==> src/design/mbde_pkg.sv <==
package mbde_pkg;

	localparam int NUM_INPUTS_DEF = 32;
	localparam int MASK_W         = 32;
	localparam int TIME_W         = 32;
	localparam int DEBOUNCE_W     = 16;
	localparam int BIT_IDX_W      = 5;
	localparam int CFG_IDX_W      = 2;

	typedef enum logic [CFG_IDX_W-1:0] {
		REG_INPUT_MASK = 2'd0,
		REG_DEBOUNCE   = 2'd1,
		REG_POLARITY   = 2'd2
	} cfg_reg_t;

	// what one lane reports for the current sample
	typedef struct packed {
		logic hit;
		logic rising;
		logic is_active;
	} lane_evt_t;

endpackage

==> src/design/mbde_lane.sv <==
module mbde_lane import mbde_pkg::*; (
	input  logic                  clk,
	input  logic                  arst_n,
	input  logic                  accept,
	input  logic                  monitored,
	input  logic                  low_true,
	input  logic [DEBOUNCE_W-1:0] debounce_ms,
	input  logic                  cur,
	input  logic [TIME_W-1:0]     now_ms,
	output lane_evt_t             evt
);

	logic              stable_q;
	logic              open_q;
	logic [TIME_W-1:0] start_q;
	logic              prev_q;
	logic              agree_q;

	logic              busy;
	logic              close;
	logic [TIME_W-1:0] start_eff;
	logic              agree_eff;
	logic [TIME_W-1:0] elapsed;

	always_comb begin
		busy      = monitored && (open_q || (cur != stable_q));
		start_eff = open_q ? start_q : now_ms;
		agree_eff = open_q ? (agree_q && (cur == prev_q)) : 1'b1;
		// wraps modulo 2^32
		elapsed   = now_ms - start_eff;
		close     = busy && (elapsed >= {{(TIME_W-DEBOUNCE_W){1'b0}}, debounce_ms});
		evt.hit       = close && agree_eff && (cur != stable_q);
		evt.rising    = cur;
		evt.is_active = (cur != low_true);
	end

	always_ff @(posedge clk or negedge arst_n) begin
		if (!arst_n) begin
			stable_q <= 1'b0;
			open_q   <= 1'b0;
		end else if (accept && busy) begin
			if (close) begin
				open_q   <= 1'b0;
				stable_q <= cur;
			end else begin
				open_q <= 1'b1;
			end
		end
	end

	// window payload is only read while open_q is set
	always_ff @(posedge clk) begin
		if (accept && busy && !close) begin
			start_q <= start_eff;
			agree_q <= agree_eff;
			prev_q  <= cur;
		end
	end

endmodule

==> config.mk <==
export PLATFORM = sky130hd
export DESIGN_NAME = mbde_lane
export DESIGN_NICKNAME = d
export VERILOG_FILES = /design/src/design/mbde_pkg.sv /design/src/design/mbde_lane.sv
export SDC_FILE = /design/constraint.sdc
export NUM_CORES = 1
export LEC_CHECK = 0
export ABC_CLOCK_PERIOD_IN_PS = 7800
export BUFFER_PORTS_ARGS = -buffer_cell sky130_fd_sc_hd__buf_2
export CAP_MARGIN = 20
export CORE_AREA = 2 2 118 91
export DETAILED_ROUTE_END_ITERATION = 16
export DIE_AREA = 0 0 120 93
export PLACE_DENSITY = 0.66
export REMOVE_ABC_BUFFERS = 1
export SLEW_MARGIN = 20
export SYNTH_ARGS = -nofsm -noshare
export SYNTH_HDL_FRONTEND = slang
export SYNTH_SLANG_ARGS = --single-unit
export TNS_END_PERCENT = 20
==> constraint.sdc <==
create_clock -name clk -period 7.8 [get_ports clk]
set_input_delay 0 -clock clk [delete_from_list [all_inputs] [get_ports clk]]
set_output_delay 0 -clock clk [all_outputs]
set_load 0.05 [all_outputs]
==> flow_metrics.env <==
export IMPL_ys_seq_area_share_pct=24.4
export IMPL_finalMaxSlewViolations=0
export IMPL_max_slew_margin_pct=29.5
export IMPL_die_x_um=120
export IMPL_first_iter_violations=394
export IMPL_clock_sinks=36
export IMPL_cts_buffers=5
export IMPL_critPathLaunch="open_q"
export IMPL_nets=679
export IMPL_r2r_end="open_q"
export IMPL_grt_usage_pct=22.4
export IMPL_endpoint_kind="flip-flop"
export IMPL_grt_pass1_wl_mm=19.9
export IMPL_rsz0062_at_grt="false"
export IMPL_cp_required_ns=8.02
export IMPL_p_sw_share_pct=43.0
export IMPL_portBuffers=56
export IMPL_tightest_slew_ns=1.06
export IMPL_critical_path_class="reg2reg"
export IMPL_drive_gt1_share_pct=13.7
export IMPL_grt_antenna_before_repair=0
export IMPL_pwr_share_seq_pct=24.9
export IMPL_wire_per_inst_um=17.4
export IMPL_post_place_ws_ns=1.81
export IMPL_netlist_instances=529
export IMPL_coreArea_um2=10000
export IMPL_yosysUniqueCellTypes=67
export IMPL_ys_seq_elements=36
export IMPL_synth_edff_count=34
export IMPL_finalSetupViolCount=0
export IMPL_drt_first_pass_iters=5
export IMPL_startpoint_type="flip-flop"
export IMPL_ctsHoldBuffers=4
export IMPL_syn_avg_cell_area_um2=8.30
export IMPL_ys_warn_count=0
export IMPL_avgViaCountPerCell=5.95
export IMPL_path_clk_slew_ns=0.06
export IMPL_critPathMaxStageDelay_ns=1.06
export IMPL_rrSetupSlack_ns=1.65
export IMPL_io_pins=57
export IMPL_worst_r2r_cell_count=20
export IMPL_drc_errors=0
export IMPL_crit_chain="mux2i_1 -> ha_1 -> a21o_1 -> a21oi_1 -> nand2_1 -> a31o_2 -> a21o_1 -> a21oi_1 -> xnor2_1 -> ha_1 -> a21o_1 -> a21oi_1 -> nand3_1 -> o21ai_0 -> nand2_1 -> or4b_1 -> nor4_2 -> nand3_1 -> a31oi_1 -> dlygate4sd3_1"
export IMPL_insertion_delay_ns=0.29
export IMPL_die_h_um=93
export IMPL_drt_wl_total_mm=12.4
export IMPL_syn2layout_area_growth_pct=12.4
export IMPL_clockRootBuffer="clkbuf_16"
export IMPL_path_buf_inv=1
export IMPL_synth_ff_type="edfxtp_1"
export IMPL_fin_crit_sh_pct=78.8
export IMPL_grt_pass1_vias=3955
export IMPL_die_area_um2=11200
export IMPL_clock_skew_ns=0.00499
export IMPL_htree_num_levels=2
export IMPL_vias=4233
export IMPL_grt_max_degree=40
export IMPL_gr_total_overflow=0
export IMPL_power_density_nw_per_um2=189
export IMPL_drv_cap=0
export IMPL_period_minus_slack_ns=6.15
export IMPL_p_int_mw=0.532
export IMPL_max_freq_mhz=163
export IMPL_cpMaxStageDelayCell="dfrtp_2"
export IMPL_syn_area_um2=4390
export IMPL_clkPwrFrac_pct=21.3
export IMPL_combPwrFrac_pct=53.8
export IMPL_postCtsResizedCells=0
export IMPL_critPathMaxFanout=39
export IMPL_power_leakage_nw=2.20
export IMPL_crit_family="compound AO/OA/AOI/OAI gates"
export IMPL_crit_cells=20
export IMPL_hold_class="in2async"
export IMPL_finalHoldViolCount=0
export IMPL_switchingPower_mw=0.400
export IMPL_ant_nets=0
export IMPL_reg2reg_from="open_q"
export IMPL_start_util_pct=43.7
export IMPL_peakVddDrop_mv=0.0738
export IMPL_cts_buffer_depth=2
export IMPL_setup_tns_ns=0
export IMPL_status="finished clean"
export IMPL_gp_congestion=0.987
export IMPL_dpl_hpwl_mm=9.82
export IMPL_post_cts_buffers=0
export IMPL_synth_async_reset_ratio_pct=5.56
export IMPL_cts_tree="built"
export IMPL_cp_arrival_ns=6.37
export IMPL_antenna_cells=0
export IMPL_fin_ws_ns=1.65
export IMPL_num_rows=32
## worst max path at each step
stage / end / slack [ns]
floorplan: agree_q / 0.23
detailed placement: start_q[0] / 1.81
global placement: start_q[14] / 2.03
CTS: open_q / 1.65
finish: open_q / 1.65
global route: open_q / 1.11
## per-stage QoR
stage          instance area, um^2  utilization (%)  total power, mW  hold slack (ns)  instances
2_1_floorplan                 4290                -            0.593           -0.296        507
3_3_place_gp                  4750             47.3            0.717           -0.213        700
3_5_place_dp                  4750             47.3            0.718           -0.213        700
4_1_cts                       4930             49.1            0.925           0.0169        712
5_1_grt                       4930             49.1            0.997           0.0332        712
6_report                      4930             49.1            0.932           0.0225        712
## flip-flops by register name, summed over array words and instances (netlist names)
register	flops
agree_q	1
open_q	1
prev_q	1
stable_q	1
start_q	32
## synthesized netlist by cell type, types with 7 or more instances
cell type   n  area share, %
a2111oi_0   7            1.4
a21o_1     15            2.6
a21oi_1    39            4.4
buf_2      10            1.1
clkbuf_1   10           0.86
edfxtp_1   34             23
ha_1       49             14
inv_1      61            5.2
mux2i_1    33            7.5
nand2_1    48            4.1
nand3_1    13            1.5
nand4_1    16            2.3
nor2_1     29            2.5
nor2b_1     7            1.0
nor3_1     12            1.4
o211ai_1    9            1.5
o21a_1      8            1.4
o21ai_0    19            2.2
xnor2_1    13            2.6
## routing by layer
metal,vias to the layer above,GRT usage (%),part of all wire (%)
li1,2065,-,-
met5,-,0,0
met3,17,5.43,9.5
met2,185,31.5,39
met1,1966,34.7,50
met4,0,3.82,1.0
## placed cells by master (no fill, tap or decap), types with 3 or more instances in the layout
master         netlist  routed
a2111oi_0            7       7
a211o_1              3       3
a21o_1              15      15
a21oi_1             39      39
a311o_1              3       3
a31oi_1              5       5
and2_1               5       5
and3_1               5       5
buf_2               10      56
clkbuf_16            0       5
dlygate4sd3_1        0       4
edfxtp_1            34      34
ha_1                49      49
inv_1               61      61
mux2i_1             33      33
nand2_1             48      48
nand3_1             13      13
nand4_1             16      16
nor2_1              29      29
nor2b_1              7       7
nor3_1              12      11
nor4_1               6       6
o2111ai_1            5       5
o211a_1              3       3
o211ai_1             9       9
o21a_1               8       8
o21ai_0             19      19
o21ai_1              4       4
or3_1                3       3
xnor2_1             13      13
xor2_1               6       6
## power groups by stage
stage	logic (mW)	registers, mW	clock network (mW)
floorplan	0.361	0.232	0
global placement	0.481	0.236	0
detailed placement	0.482	0.236	0
CTS	0.488	0.232	0.204
global route	0.554	0.233	0.210
finish	0.501	0.232	0.199
## area by class of cell
type / instances / area [um^2]
clock buffer: 5 / 125
clock inverter: 3 / 13.8
fill: 1017 / 5120
inverter: 61 / 229
multi-input combinational: 410 / 3000
sequential: 36 / 1070
tap: 136 / 170
timing repair buffer: 61 / 328
## cells by family after synthesis
| group | Yosys count | synth area share, % |
|---|---|---|
| flops | 36 | 24.4 |
| xor+xnor | 19 | 3.79 |
| compound gates | 148 | 23.4 |
| buf+inv | 83 | 7.47 |
| fa+ha+maj | 50 | 14.4 |
| mux | 35 | 8.04 |
| simple gates | 158 | 18.5 |
(Power assumes the default switching activity.)
