==> config.mk <==
export PLATFORM = sky130hd
export DESIGN_NAME = mbde_merge_flat
export DESIGN_NICKNAME = d
export VERILOG_FILES = /design/src/design/mbde_pkg.sv /design/src/design/mbde_event_if.sv /design/src/design/mbde_merge.sv /design/src/flat_wrapper.sv
export SDC_FILE = /design/constraint.sdc
export NUM_CORES = 1
export LEC_CHECK = 0
export CAP_MARGIN = 15
export CORE_MARGIN = 1
export CORE_UTILIZATION = 40
export CTS_CLUSTER_SIZE = 30
export DETAILED_ROUTE_END_ITERATION = 7
export DONT_BUFFER_PORTS = 1
export SETUP_SLACK_MARGIN = 0.5
export SLEW_MARGIN = 20
export SYNTH_ARGS = -nofsm -noshare
export SYNTH_HDL_FRONTEND = slang
export SYNTH_SLANG_ARGS = --single-unit
==> constraint.sdc <==
create_clock -name clk -period 3.1 [get_ports clk]
set_input_delay 0 -clock clk [delete_from_list [all_inputs] [get_ports clk]]
set_output_delay 0 -clock clk [all_outputs]
set_load 0.005 [all_outputs]
==> src/design/mbde_pkg.sv <==
package mbde_pkg;

	localparam int NUM_INPUTS_DEF = 32;
	localparam int MASK_W         = 32;
	localparam int TIME_W         = 32;
	localparam int DEBOUNCE_W     = 16;
	localparam int BIT_IDX_W      = 5;
	localparam int CFG_IDX_W      = 2;

	typedef enum logic [CFG_IDX_W-1:0] {
		REG_INPUT_MASK = 2'd0,
		REG_DEBOUNCE   = 2'd1,
		REG_POLARITY   = 2'd2
	} cfg_reg_t;

	// what one lane reports for the current sample
	typedef struct packed {
		logic hit;
		logic rising;
		logic is_active;
	} lane_evt_t;

endpackage

==> src/design/mbde_event_if.sv <==
interface mbde_event_if import mbde_pkg::*; ();
	logic                 valid;
	logic                 ready;
	logic [BIT_IDX_W-1:0] bit_index;
	logic                 rising;
	logic                 is_active;
	logic [TIME_W-1:0]    stamp_ms;
	logic                 last;

	modport source(output valid, output bit_index, output rising, output is_active,
		output stamp_ms, output last, input ready);
	modport sink(input valid, input bit_index, input rising, input is_active,
		input stamp_ms, input last, output ready);
endinterface

==> src/design/mbde_merge.sv <==
module mbde_merge import mbde_pkg::*; #(
	parameter int NUM_INPUTS = NUM_INPUTS_DEF
) (
	input  logic                 clk,
	input  logic                 arst_n,
	input  logic                 load,
	input  lane_evt_t            lane_evt [NUM_INPUTS],
	input  logic [TIME_W-1:0]    now_ms,
	output logic                 take_ok,
	mbde_event_if.source         evt
);

	logic [NUM_INPUTS-1:0] mask_q;
	logic [NUM_INPUTS-1:0] level_q;
	logic [NUM_INPUTS-1:0] act_q;
	logic [TIME_W-1:0]     stamp_q;

	logic                  out_valid_q;
	logic [BIT_IDX_W-1:0]  out_idx_q;
	logic                  out_rising_q;
	logic                  out_active_q;
	logic [TIME_W-1:0]     out_stamp_q;
	logic                  out_last_q;

	logic [NUM_INPUTS-1:0] lowest;
	logic [NUM_INPUTS-1:0] rest;
	logic [BIT_IDX_W-1:0]  low_idx;
	logic                  out_free;
	logic                  pop;

	always_comb begin
		lowest   = mask_q & (~mask_q + 1'b1);
		rest     = mask_q & ~lowest;
		low_idx  = '0;
		for (int i = NUM_INPUTS - 1; i >= 0; i--) begin
			if (mask_q[i]) low_idx = BIT_IDX_W'(i);
		end
		out_free = !out_valid_q || evt.ready;
		pop      = (mask_q != '0) && out_free;
		// batch frees up once its last beat moves to the output register
		take_ok  = (mask_q == '0) || (pop && (rest == '0));
	end

	always_ff @(posedge clk or negedge arst_n) begin
		if (!arst_n) begin
			mask_q      <= '0;
			out_valid_q <= 1'b0;
		end else begin
			if (load) begin
				for (int i = 0; i < NUM_INPUTS; i++) mask_q[i] <= lane_evt[i].hit;
			end else if (pop) begin
				mask_q <= rest;
			end
			if (pop) out_valid_q <= 1'b1;
			else if (evt.ready) out_valid_q <= 1'b0;
		end
	end

	always_ff @(posedge clk) begin
		if (load) begin
			for (int i = 0; i < NUM_INPUTS; i++) begin
				level_q[i] <= lane_evt[i].rising;
				act_q[i]   <= lane_evt[i].is_active;
			end
			stamp_q <= now_ms;
		end
		if (pop) begin
			out_idx_q    <= low_idx;
			out_rising_q <= |(lowest & level_q);
			out_active_q <= |(lowest & act_q);
			out_stamp_q  <= stamp_q;
			out_last_q   <= (rest == '0);
		end
	end

	assign evt.valid     = out_valid_q;
	assign evt.bit_index = out_idx_q;
	assign evt.rising    = out_rising_q;
	assign evt.is_active = out_active_q;
	assign evt.stamp_ms  = out_stamp_q;
	assign evt.last      = out_last_q;

endmodule

==> src/flat_wrapper.sv <==
// flat-port wrapper written by rule: the top's interface ports become plain ports
module mbde_merge_flat import mbde_pkg::*;
#(
	parameter int NUM_INPUTS = NUM_INPUTS_DEF
)
  (clk, arst_n, load, lane_evt, now_ms, take_ok, evt_valid, evt_bit_index, evt_rising, evt_is_active, evt_stamp_ms, evt_last, evt_ready);
  mbde_event_if evt_i ();
  input  logic clk;
  input  logic arst_n;
  input  logic load;
  input  lane_evt_t lane_evt[NUM_INPUTS];
  input  logic [TIME_W-1:0] now_ms;
  output logic take_ok;
  output wire logic [$bits(evt_i.valid)-1:0] evt_valid;
  output wire logic [$bits(evt_i.bit_index)-1:0] evt_bit_index;
  output wire logic [$bits(evt_i.rising)-1:0] evt_rising;
  output wire logic [$bits(evt_i.is_active)-1:0] evt_is_active;
  output wire logic [$bits(evt_i.stamp_ms)-1:0] evt_stamp_ms;
  output wire logic [$bits(evt_i.last)-1:0] evt_last;
  input wire logic [$bits(evt_i.ready)-1:0] evt_ready;
  assign evt_valid = evt_i.valid;
  assign evt_bit_index = evt_i.bit_index;
  assign evt_rising = evt_i.rising;
  assign evt_is_active = evt_i.is_active;
  assign evt_stamp_ms = evt_i.stamp_ms;
  assign evt_last = evt_i.last;
  assign evt_i.ready = evt_ready;
  mbde_merge #(.NUM_INPUTS(NUM_INPUTS)) u_core (.clk(clk), .arst_n(arst_n), .load(load), .lane_evt(lane_evt), .now_ms(now_ms), .take_ok(take_ok), .evt(evt_i));
endmodule
==> results of run 1 <==
[worst max-delay path, stage by stage (launching register included)]
cell      delay, ps
dfrtp_1         380
or4_4           610
nor2_4          180
nand4_1         160
or3_1           350
a222oi_1        370
and4_1          290
a21o_1          200
[layout by cell type (no fill, tap or decap), types with 9 or more instances in the layout]
cell type | synthesis | routed
a21oi_1 | 14 | 14
edfxtp_1 | 136 | 136
nand2_1 | 65 | 63
buf_4 | 0 | 48
inv_1 | 9 | 9
nand3_1 | 13 | 12
nor2b_1 | 11 | 11
clkbuf_16 | 0 | 17
nor3_1 | 10 | 9
dfrtp_1 | 33 | 27
o21ai_0 | 60 | 57
nor2_1 | 29 | 28
dlygate4sd3_1 | 0 | 153
[flip-flops by register name, indices dropped and copies added (netlist names)]
| signal | flops |
|---|---|
| u_core.act_q | 32 |
| u_core.stamp_q | 32 |
| u_core.evt.valid | 1 |
| u_core.level_q | 32 |
| u_core.evt.last | 1 |
| u_core.evt.is_active | 1 |
| u_core.evt.rising | 1 |
| u_core.evt.stamp_ms | 32 |
| u_core.evt.bit_index | 5 |
| u_core.mask_q | 32 |
[cell type report]
class                           count  area [µm²]
Fill cell                        1395        6959
Tap cell                          220       275.3
Sequential cell                   169        4917
Clock inverter                     15       225.2
Timing Repair Buffer              202        1912
Multi-Input combinational cell    312        1947
Clock buffer                       17       425.4
Inverter                           10       40.04
[metal layers]
metal	vias to the layer above	wire length [µm]	GRT usage (%)
met1	2518	8279	28.41
li1	2371	-	-
met4	0	313	8.333
met3	29	1213	5.898
met5	-	0	0
met2	209	9596	36.85
[Yosys cell counts, types with 3 or more instances]
cell type	instances	share of area, %
a2111oi_0	3	0.38
a211oi_1	4	0.44
a21o_1	4	0.44
a21oi_1	14	1.0
a221oi_1	4	0.51
a22o_1	3	0.38
a22oi_1	6	0.65
a31oi_1	3	0.27
buf_2	5	0.36
clkbuf_1	29	1.6
dfrtp_1	33	12
edfxtp_1	136	59
inv_1	9	0.49
nand2_1	65	3.5
nand2b_1	3	0.27
nand3_1	13	0.94
nand3b_1	3	0.33
nand4_1	5	0.45
nand4b_1	3	0.38
nor2_1	29	1.6
nor2b_1	11	1.0
nor3_1	10	0.73
nor4_1	10	0.91
o21ai_0	60	4.4
o31ai_1	4	0.44
or2_2	4	0.36
or3_1	4	0.36
or4_1	5	0.54
[power breakdown]
part	switching [µW]	internal, µW	total (µW)
logic	280	299	579
clock network	1010	1250	2260
registers	123	2670	2790
total	1410	4220	5630
[cell families after synthesis]
logic type	after synthesis	synth area share, %
buffers and inverters	46	2.706
AO/OA/AOI/OAI	132	12.26
adder cells (fa/ha/maj)	2	0.2906
flip-flops	169	71.27
AND/OR/NAND/NOR	178	13.48
[metrics by stage]
stage / hold WS [ps] / std cells / setup slack, ps / util, % / area (µm²)
4_1_cts: -340.3 / 909 / 120.5 / 56.00 / 9353
5_1_grt: -348.0 / 945 / 39.93 / 58.33 / 9742
2_1_floorplan: -295.6 / 527 / 514.8 / - / 6892
3_3_place_gp: -294.3 / 738 / 161.6 / 43.22 / 7218
6_report: -327.9 / 945 / 127.0 / 58.33 / 9742
3_5_place_dp: -294.1 / 738 / 200.7 / 43.22 / 7218
[repair_timing]
action                                  CTS  global route
gates resized for setup                  36             6
pin swaps                                13             4
hold endpoints to repair                258           128
hold buffers                            120            34
endpoints found under the setup margin   54            57
setup buffers                            19             2
[path summary, 6_finish.rpt]
kind | startpoint | endpoint | depth (start not counted)
hold / removal | load | u_core.act_q[26] | 0
min in group asynchronous | arst_n | u_core.mask_q[25] | 2
setup reg to reg | u_core.mask_q[18] | u_core.mask_q[26] | 12
max in group asynchronous | arst_n | u_core.mask_q[1] | 2
hold reg to reg | u_core.stamp_q[8] | u_core.evt.stamp_ms[8] | 0
setup / recovery | u_core.mask_q[18] | take_ok | 7
==> flow_metrics.env, run 1 <==
export IMPL_setup_violations=0
export IMPL_powerDensity_mw_per_mm2=577.8
export IMPL_leakagePower_uw=0.003534
export IMPL_fin_crit_sh_pct=95.90
export IMPL_insertion_delay_ps=440
export IMPL_cts_root_buf="clkbuf_16"
export IMPL_ir_drop_mv=0.4066
export IMPL_worstHoldPathType="primary input to flip-flop"
export IMPL_route_detailed_drc=0
export IMPL_power_uw=5629
export IMPL_synth_avg_cell_area_um2=13.07
export IMPL_layout_nets=844
export IMPL_first_pass_iters=5
export IMPL_violations="hold timing"
export IMPL_dieArea_mm2=0.01775
export IMPL_crit_path_max_fanout=6
export IMPL_cts_sinks=169
export IMPL_crit_arrival_ps=2970
export IMPL_clk_pin_slew_ps=80
export IMPL_synth_cell_area_mm2=0.006889
export IMPL_ys_ff_latch=169
export IMPL_startpoint_type="flip-flop"
export IMPL_grt_overflow=0
export IMPL_grt_max_degree=161
export IMPL_vias=5127
export IMPL_fin_tns_setup_ps=0
export IMPL_port_buffers=0
export IMPL_layout_min_cycle_time_ps=2973
export IMPL_initial_utilization_pct=41.25
export IMPL_tightest_slew_ps=482.2
export IMPL_required_ps=3100
export IMPL_synth_fp_nets=659
export IMPL_tritoncts="yes"
export IMPL_synth_enable_flop_cells=136
export IMPL_rows=47
export IMPL_routabilityCongestion=0.8251
export IMPL_rsz0062_at_grt="yes"
export IMPL_cts_buffers=17
export IMPL_slew_limit_headroom_pct=67.70
export IMPL_cap_viol_max_count=0
export IMPL_grt_use_total_pct=22.37
export IMPL_status="complete, but fails checks"
export IMPL_wirelength_um=19400
export IMPL_r2r_setup_slack_ps=280
export IMPL_report_final_slew_viol_count=0
export IMPL_hold_violations=127
export IMPL_clockBufferDepth=2
export IMPL_ys_warn_count=0
export IMPL_dp_final_hpwl_um=12020
export IMPL_grt_pass1_wl_um=29690
export IMPL_timing_fmax_mhz=336.4
export IMPL_seq_area_frac_synth_pct=71.27
export IMPL_netlist_instances=527
export IMPL_ant_nets=0
export IMPL_cp_end_kind="primary output"
export IMPL_vias_per_cell=5.425
export IMPL_cts_htree_levels=4
export IMPL_synthArstFlopShare_pct=19.53
export IMPL_yosysUniqueCellTypes=62
export IMPL_antenna_found_initial=0
export IMPL_die_h_um=133.2
export IMPL_drive_gt1_share_pct=16.69
export IMPL_crit_type="flip-flop to primary output"
export IMPL_coreArea_mm2=0.01670
export IMPL_finClkSkew_ps=18.94
export IMPL_grt_pass1_vias=5281
export IMPL_timing_hold_ws_ps=-327.9
export IMPL_wire_per_inst_um=20.53
export IMPL_ys_flop_type="edfxtp_1"
export IMPL_io_pin_count=174
export IMPL_diodes=0
export IMPL_first_iter_violations=464
export IMPL_area_growth_pct=41.41
export IMPL_die_w_um=133.2
Power figures use the tool's default switching activity.
==> inputs of run 2 (changes only) <==
ABC_AREA = 1   (was unset)
REMOVE_ABC_BUFFERS = 1   (was unset)
SLEW_MARGIN = 5   (was 20)
==> run 2 against run 1 <==
  * The run now ends clean
  * Highest routed layer unchanged
  * Synthesized cell count grew 8.3%
  * Routed wire length shrank 7.0%
  * Die area shrank 0.13%
  * Area after synthesis shrank 0.13%
  * Global-route usage shrank 1.6 points
  * Utilization shrank 0.25 points
  * Clock power shrank 12%
  * Setup slack gained 1.3 ps
==> flow_metrics.env, run 2 <==
export IMPL_status="finished clean"
export IMPL_area_growth_pct=40.99
export IMPL_wire_per_inst_um=18.03
export IMPL_cp_top_family="simple AND/OR/NAND/NOR gates"
export IMPL_clk_pin_slew_ps=60
export IMPL_ys_warn_count=0
export IMPL_powerDensity_mw_per_mm2=549.3
export IMPL_cpPeakStageDelay_ps=410
export IMPL_synthTopCellsByCount="edfxtp_1 (136), nand2_1 (120), inv_1 (62)"
export IMPL_synth_top_area_share_pct=59.36
export IMPL_worstHoldPathType="primary input to async pin"
export IMPL_port_buffers=0
export IMPL_worstPathBufferInverterCount=3
export IMPL_cts_root_buf="clkbuf_16"
export IMPL_grt_pass1_wl_um=27600
export IMPL_cts_htree_levels=4
export IMPL_first_pass_iters=5
export IMPL_die_w_um=133.2
export IMPL_fin_crit_sh_pct=95.86
export IMPL_crit_type="flip-flop to primary output"
export IMPL_dr_wl_met3_um=1194
export IMPL_critPathLaunch="u_core.mask_q[0]"
export IMPL_vias=5178
export IMPL_cts_buffers=17
export IMPL_highest_layer="met4"
export IMPL_rows=47
export IMPL_route_detailed_drc=0
export IMPL_diodes=0
export IMPL_wl_met2_um=8877
export IMPL_grt_max_degree=99
export IMPL_path_cells="or2_4 -> clkinv_4 -> nand2_8 -> nor2_8 -> nand2_8 -> nor2_8 -> inv_6 -> nor3_4 -> inv_2 -> nor2_4 -> nor2_4 -> nor4_4 -> nand4_1 -> nor4_4 -> nand2_1 -> o21ai_2"
export IMPL_finClkSkew_ps=7.676
export IMPL_leakagePower_uw=0.003822
export IMPL_vias_per_cell=5.173
export IMPL_wirelength_um=18050
export IMPL_routabilityCongestion=0.8655
export IMPL_finalNonFillerCells=1001
export IMPL_grt_overflow=0
export IMPL_synthArstFlopShare_pct=19.53
export IMPL_io_pin_count=174
export IMPL_dp_final_hpwl_um=11030
export IMPL_cp_end_kind="primary output"
export IMPL_path_depth=16
export IMPL_dieArea_mm2=0.01773
export IMPL_report_final_slew_viol_count=0
export IMPL_layout_commonest_cell="dlygate4sd3_1"
export IMPL_dp_cells=785
export IMPL_initial_utilization_pct=41.20
export IMPL_grt_pass1_vias=5311
export IMPL_grt_use_total_pct=20.80
export IMPL_met1_length_um=7463
export IMPL_ff2ff_path_depth=19
export IMPL_synth_area_top_cells="edfxtp_1 (59%), dfrtp_1 (12%), nand2_1 (6.5%), nand3_1 (3.9%), inv_1 (3.4%)"
export IMPL_clockBufferDepth=2
export IMPL_ant_nets=0
export IMPL_synth_cell_area_mm2=0.006880
export IMPL_startpoint_type="flip-flop"
export IMPL_ys_ff_latch=169
export IMPL_r2r_start="u_core.mask_q[0]"
export IMPL_cap_viol_max_count=0
export IMPL_synth_avg_cell_area_um2=12.05
export IMPL_antenna_found_initial=0
export IMPL_layout_common_cells="dlygate4sd3_1 (160), edfxtp_1 (136), nand2_1 (118)"
export IMPL_ir_drop_mv=0.4333
export IMPL_layout_min_cycle_time_ps=2972
export IMPL_ys_flop_type="edfxtp_1"
export IMPL_netlist_instances=571
export IMPL_seq_area_frac_synth_pct=71.36
export IMPL_layout_nets=900
export IMPL_synth_enable_flop_cells=136
export IMPL_cts_sinks=169
export IMPL_first_iter_violations=351
export IMPL_slowest_stage="dfrtp_2"
export IMPL_insertion_delay_ps=430
export IMPL_crit_arrival_ps=2970
export IMPL_slew_limit_headroom_pct=50.68
export IMPL_hold_violations=0
export IMPL_coreArea_mm2=0.01670
export IMPL_rsz0062_at_grt="yes"
export IMPL_yosysUniqueCellTypes=38
export IMPL_tightest_slew_ps=739.0
export IMPL_timing_fmax_mhz=336.5
export IMPL_die_h_um=133.2
export IMPL_setup_violations=0
export IMPL_crit_path_max_fanout=5
export IMPL_required_ps=3100
export IMPL_synth_top_area_cell="edfxtp_1"
export IMPL_drive_gt1_share_pct=14.08
export IMPL_fin_util_pct=58.08
export IMPL_tritoncts="yes"
export IMPL_yosysMostFrequentCell="edfxtp_1"
[run 2: worst paths after layout]
kind | endpoint | slack, ps
max | take_ok | 130
min in group clk | u_core.act_q[15] | 40
max reg2reg | u_core.evt.last | 180
min | u_core.mask_q[10] | 40
min reg2reg | u_core.evt.stamp_ms[18] | 420
max in group asynchronous | u_core.mask_q[30] | 2840
[run 2: area by class of cell]
type	count	area (µm²)
Tap cell	220	275.3
Timing Repair inverter	1	7.507
Multi-Input combinational cell	325	1813
Fill cell	1350	7000
Timing Repair Buffer	188	1872
Sequential cell	169	4917
Clock inverter	13	121.4
Inverter	66	261.5
Clock buffer	19	432.9
[run 2: worst register-to-register path, cell delays in order, from the launching register on]
cell and delay, ps:
dfrtp_2 410, or2_4 250, clkinv_4 70, nand2_8 60, nor2_8 150, nand2_8 90, nor2_8 120, inv_6 50
nor3_4 200, inv_2 80, nor2_4 110, nor2_4 50, nor4_4 280, nand4_1 180, nor4_4 220, buf_4 170
buf_6 90, buf_6 80, buf_6 80, buf_6 70
[run 2: what timing repair did]
action                                 4_1_cts  5_1_grt
gates cloned                                 0        1
endpoints found under the hold margin      258        9
resized for setup                           24       29
hold buffers                               161        1
buffers inserted                            16        5
pin swaps                                    3        3
setup endpoints to repair                   15       24
[run 2: report_power, final]
group / switching [µW] / internal (µW) / total, µW
clock network: 892 / 1110 / 2000
registers: 126 / 2660 / 2790
logic: 277 / 259 / 536
total: 1290 / 4030 / 5330
[run 2: kinds of logic after synthesis]
group	synth area share (%)
AOI/OAI and AO/OA	6.292
and+or+nand+nor	17.91
buffers and inverters	4.437
DFF	71.36
[run 2: stage by stage]
step           hold WS [ps]  power (µW)  instance area, µm²  worst slack [ps]  TNS [ps]
2_1_floorplan        -295.6        2989                6830             -1418    -50790
3_3_place_gp         -294.0        3089                7151            -92.51    -92.51
3_5_place_dp         -294.0        3100                7151            -118.8    -118.8
4_1_cts               27.51        5336                9545             171.4         0
5_1_grt               39.61        5546                9701            -104.8    -124.4
6_report              35.89        5328                9701             128.3         0
[run 2: metal layers]
| metal | GRT usage, % | vias up |
|---|---|---|
| met5 | 0 | - |
| met4 | 10.54 | 0 |
| met3 | 5.860 | 33 |
| met2 | 34.85 | 227 |
| met1 | 24.51 | 2500 |
| li1 | - | 2418 |
==> inputs of run 3 (changes only) <==
==> constraint.sdc (replaced) <==
create_clock -name clk -period 3.1 [get_ports clk]
set_input_delay 0 -clock clk [delete_from_list [all_inputs] [get_ports clk]]
set_output_delay 0 -clock clk [all_outputs]
set_load 0.02 [all_outputs]
==> run 3 against run 2 <==
  * Power up 4.2%
  * First-iteration DRC count rose by 22%
  * Fmax fell by 1.3%
  * Worst hold slack lost 21 ps
  * Clock skew rose by 5.9 ps
  * Critical endpoint unchanged
  * Setup slack lost 38 ps
  * Routed wire length down 2.0%
  * Global-route usage down 0.63 points
  * Sequential power grew 1%
  * Clock-buffer cell count decreased by 1
==> flow_metrics.env, run 3 (synthesized netlist as in run 2, its figures left out) <==
export IMPL_required_ps=3100
export IMPL_first_iter_violations=429
export IMPL_timing_fmax_mhz=332.3
export IMPL_seq_area_mm2=0.004918
export IMPL_grt_pass1_vias=5198
export IMPL_cpPeakStageDelay_ps=390
export IMPL_powerDensity_mw_per_mm2=573.0
export IMPL_setup_violations=0
export IMPL_dieArea_mm2=0.01773
export IMPL_tightest_slew_ps=750.5
export IMPL_startpoint_type="flip-flop"
export IMPL_rsz0062_at_grt="yes"
export IMPL_cts_sinks=169
export IMPL_layout_commonest_cell="dlygate4sd3_1"
export IMPL_coreArea_mm2=0.01670
export IMPL_crit_arrival_ps=3010
export IMPL_tritoncts="yes"
export IMPL_route_detailed_drc=0
export IMPL_area_growth_pct=40.83
export IMPL_port_buffers=0
export IMPL_status="finished clean"
export IMPL_cp_top_family="simple AND/OR/NAND/NOR gates"
export IMPL_grt_pass1_wl_um=26920
export IMPL_cts_htree_levels=4
export IMPL_worstHoldPathType="primary input to flip-flop"
export IMPL_leakagePower_uw=0.003808
export IMPL_clockBufferDepth=2
export IMPL_wire_per_inst_um=17.70
export IMPL_layout_min_cycle_time_ps=3010
export IMPL_path_cells="or2_4 -> clkinv_4 -> nand2_8 -> nor2_8 -> nand2_8 -> nor2_8 -> inv_6 -> nor3_4 -> inv_2 -> nor2_4 -> nor2_4 -> nor4_4 -> nand4_1 -> nor4_2 -> nand2_1 -> o21ai_4"
export IMPL_power_uw=5552
export IMPL_report_final_slew_viol_count=0
export IMPL_io_pin_count=174
export IMPL_crit_type="flip-flop to primary output"
export IMPL_cts_buffers=17
export IMPL_initial_utilization_pct=41.20
export IMPL_post_dp_cell_area_mm2=0.007158
export IMPL_multi_input_area_mm2=0.001779
export IMPL_slew_limit_headroom_pct=49.91
export IMPL_cap_viol_max_count=0
export IMPL_fin_crit_sh_pct=97.09
export IMPL_die_h_um=133.2
export IMPL_slowest_stage="dfrtp_1"
export IMPL_grt_max_degree=99
export IMPL_final_area_mm2=0.009689
export IMPL_vias=5113
export IMPL_ant_nets=0
export IMPL_ir_drop_mv=0.3981
export IMPL_diodes=0
export IMPL_rows=47
export IMPL_first_pass_iters=7
export IMPL_layout_common_cells="dlygate4sd3_1 (160), edfxtp_1 (136), nand2_1 (119)"
export IMPL_fill_cells=1358
export IMPL_fin_tns_setup_ps=0
export IMPL_wirelength_um=17700
export IMPL_dp_final_hpwl_um=11320
export IMPL_die_w_um=133.2
export IMPL_antenna_found_initial=0
export IMPL_grt_overflow=0
export IMPL_cts_root_buf="clkbuf_16"
export IMPL_cp_end_kind="primary output"
export IMPL_vias_per_cell=5.113
export IMPL_crit_path_max_fanout=7
export IMPL_finClkSkew_ps=13.55
export IMPL_insertion_delay_ps=430
export IMPL_grt_use_total_pct=20.16
export IMPL_layout_nets=899
export IMPL_hold_violations=0
export IMPL_routabilityCongestion=0.9074
export IMPL_drive_gt1_share_pct=12.95
export IMPL_worstPathBufferInverterCount=3
export IMPL_clk_pin_slew_ps=60
-- run 3: repair_timing --
item / CTS / global route
hold buffers: 161 / 1
hold endpoints to repair: 258 / 7
pin swaps: 1 / 3
buffers inserted: 5 / 14
cloned: 0 / 1
gates resized for setup: 12 / 29
endpoints found under the setup margin: 15 / 20
-- run 3: path summary, 6_finish.rpt --
path	startpoint	endpoint	cells after the start	slack, ps
min	load	u_core.act_q[12]	1	10
min in group asynchronous	arst_n	u_core.mask_q[13]	2	70
max	u_core.mask_q[1]	take_ok	16	90
min reg2reg	u_core.stamp_q[21]	u_core.evt.stamp_ms[21]	0	420
max reg2reg	u_core.mask_q[1]	u_core.evt.last	15	510
max in group asynchronous	arst_n	u_core.mask_q[29]	2	2820
-- run 3: per-stage QoR --
stage	cells	hold slack (ps)	worst slack (ps)	utilization, %
after floorplan	560	-295.6	-1418	-
after global placement	786	-294.0	149.1	42.86
after detailed placement	786	-293.8	173.0	42.86
after CTS	984	47.14	77.74	56.78
after global routing	1000	53.67	-92.85	58.02
final	1000	14.40	90.33	58.02
-- run 3: power by group --
group	total (µW)	internal, µW	leakage, µW	switching [µW]
sequential	2830	2660	0.00172	164
clock	2190	1340	0.000290	856
combinational	530	258	0.00179	272
total	5550	4260	0.00381	1290
-- run 3: layer usage --
metal	share of wire, %	vias up	wire length (µm)	track usage, %
li1	-	2410	-	-
met1	43	2450	7540	25.07
met2	49	223	8638	33.57
met3	6.3	30	1115	4.604
met4	2.3	0	402	9.280
met5	0	-	0	0
-- run 3: final cells by class --
cell class	count	share of cell area [%]
clock inverters	14	1.834
repair inverters	1	0.07748
well taps	220	2.841
clock buffers	18	4.429
flip-flops and latches	169	50.76
multi-input cells	325	18.36
repair buffers	187	18.96
inverters	66	2.738
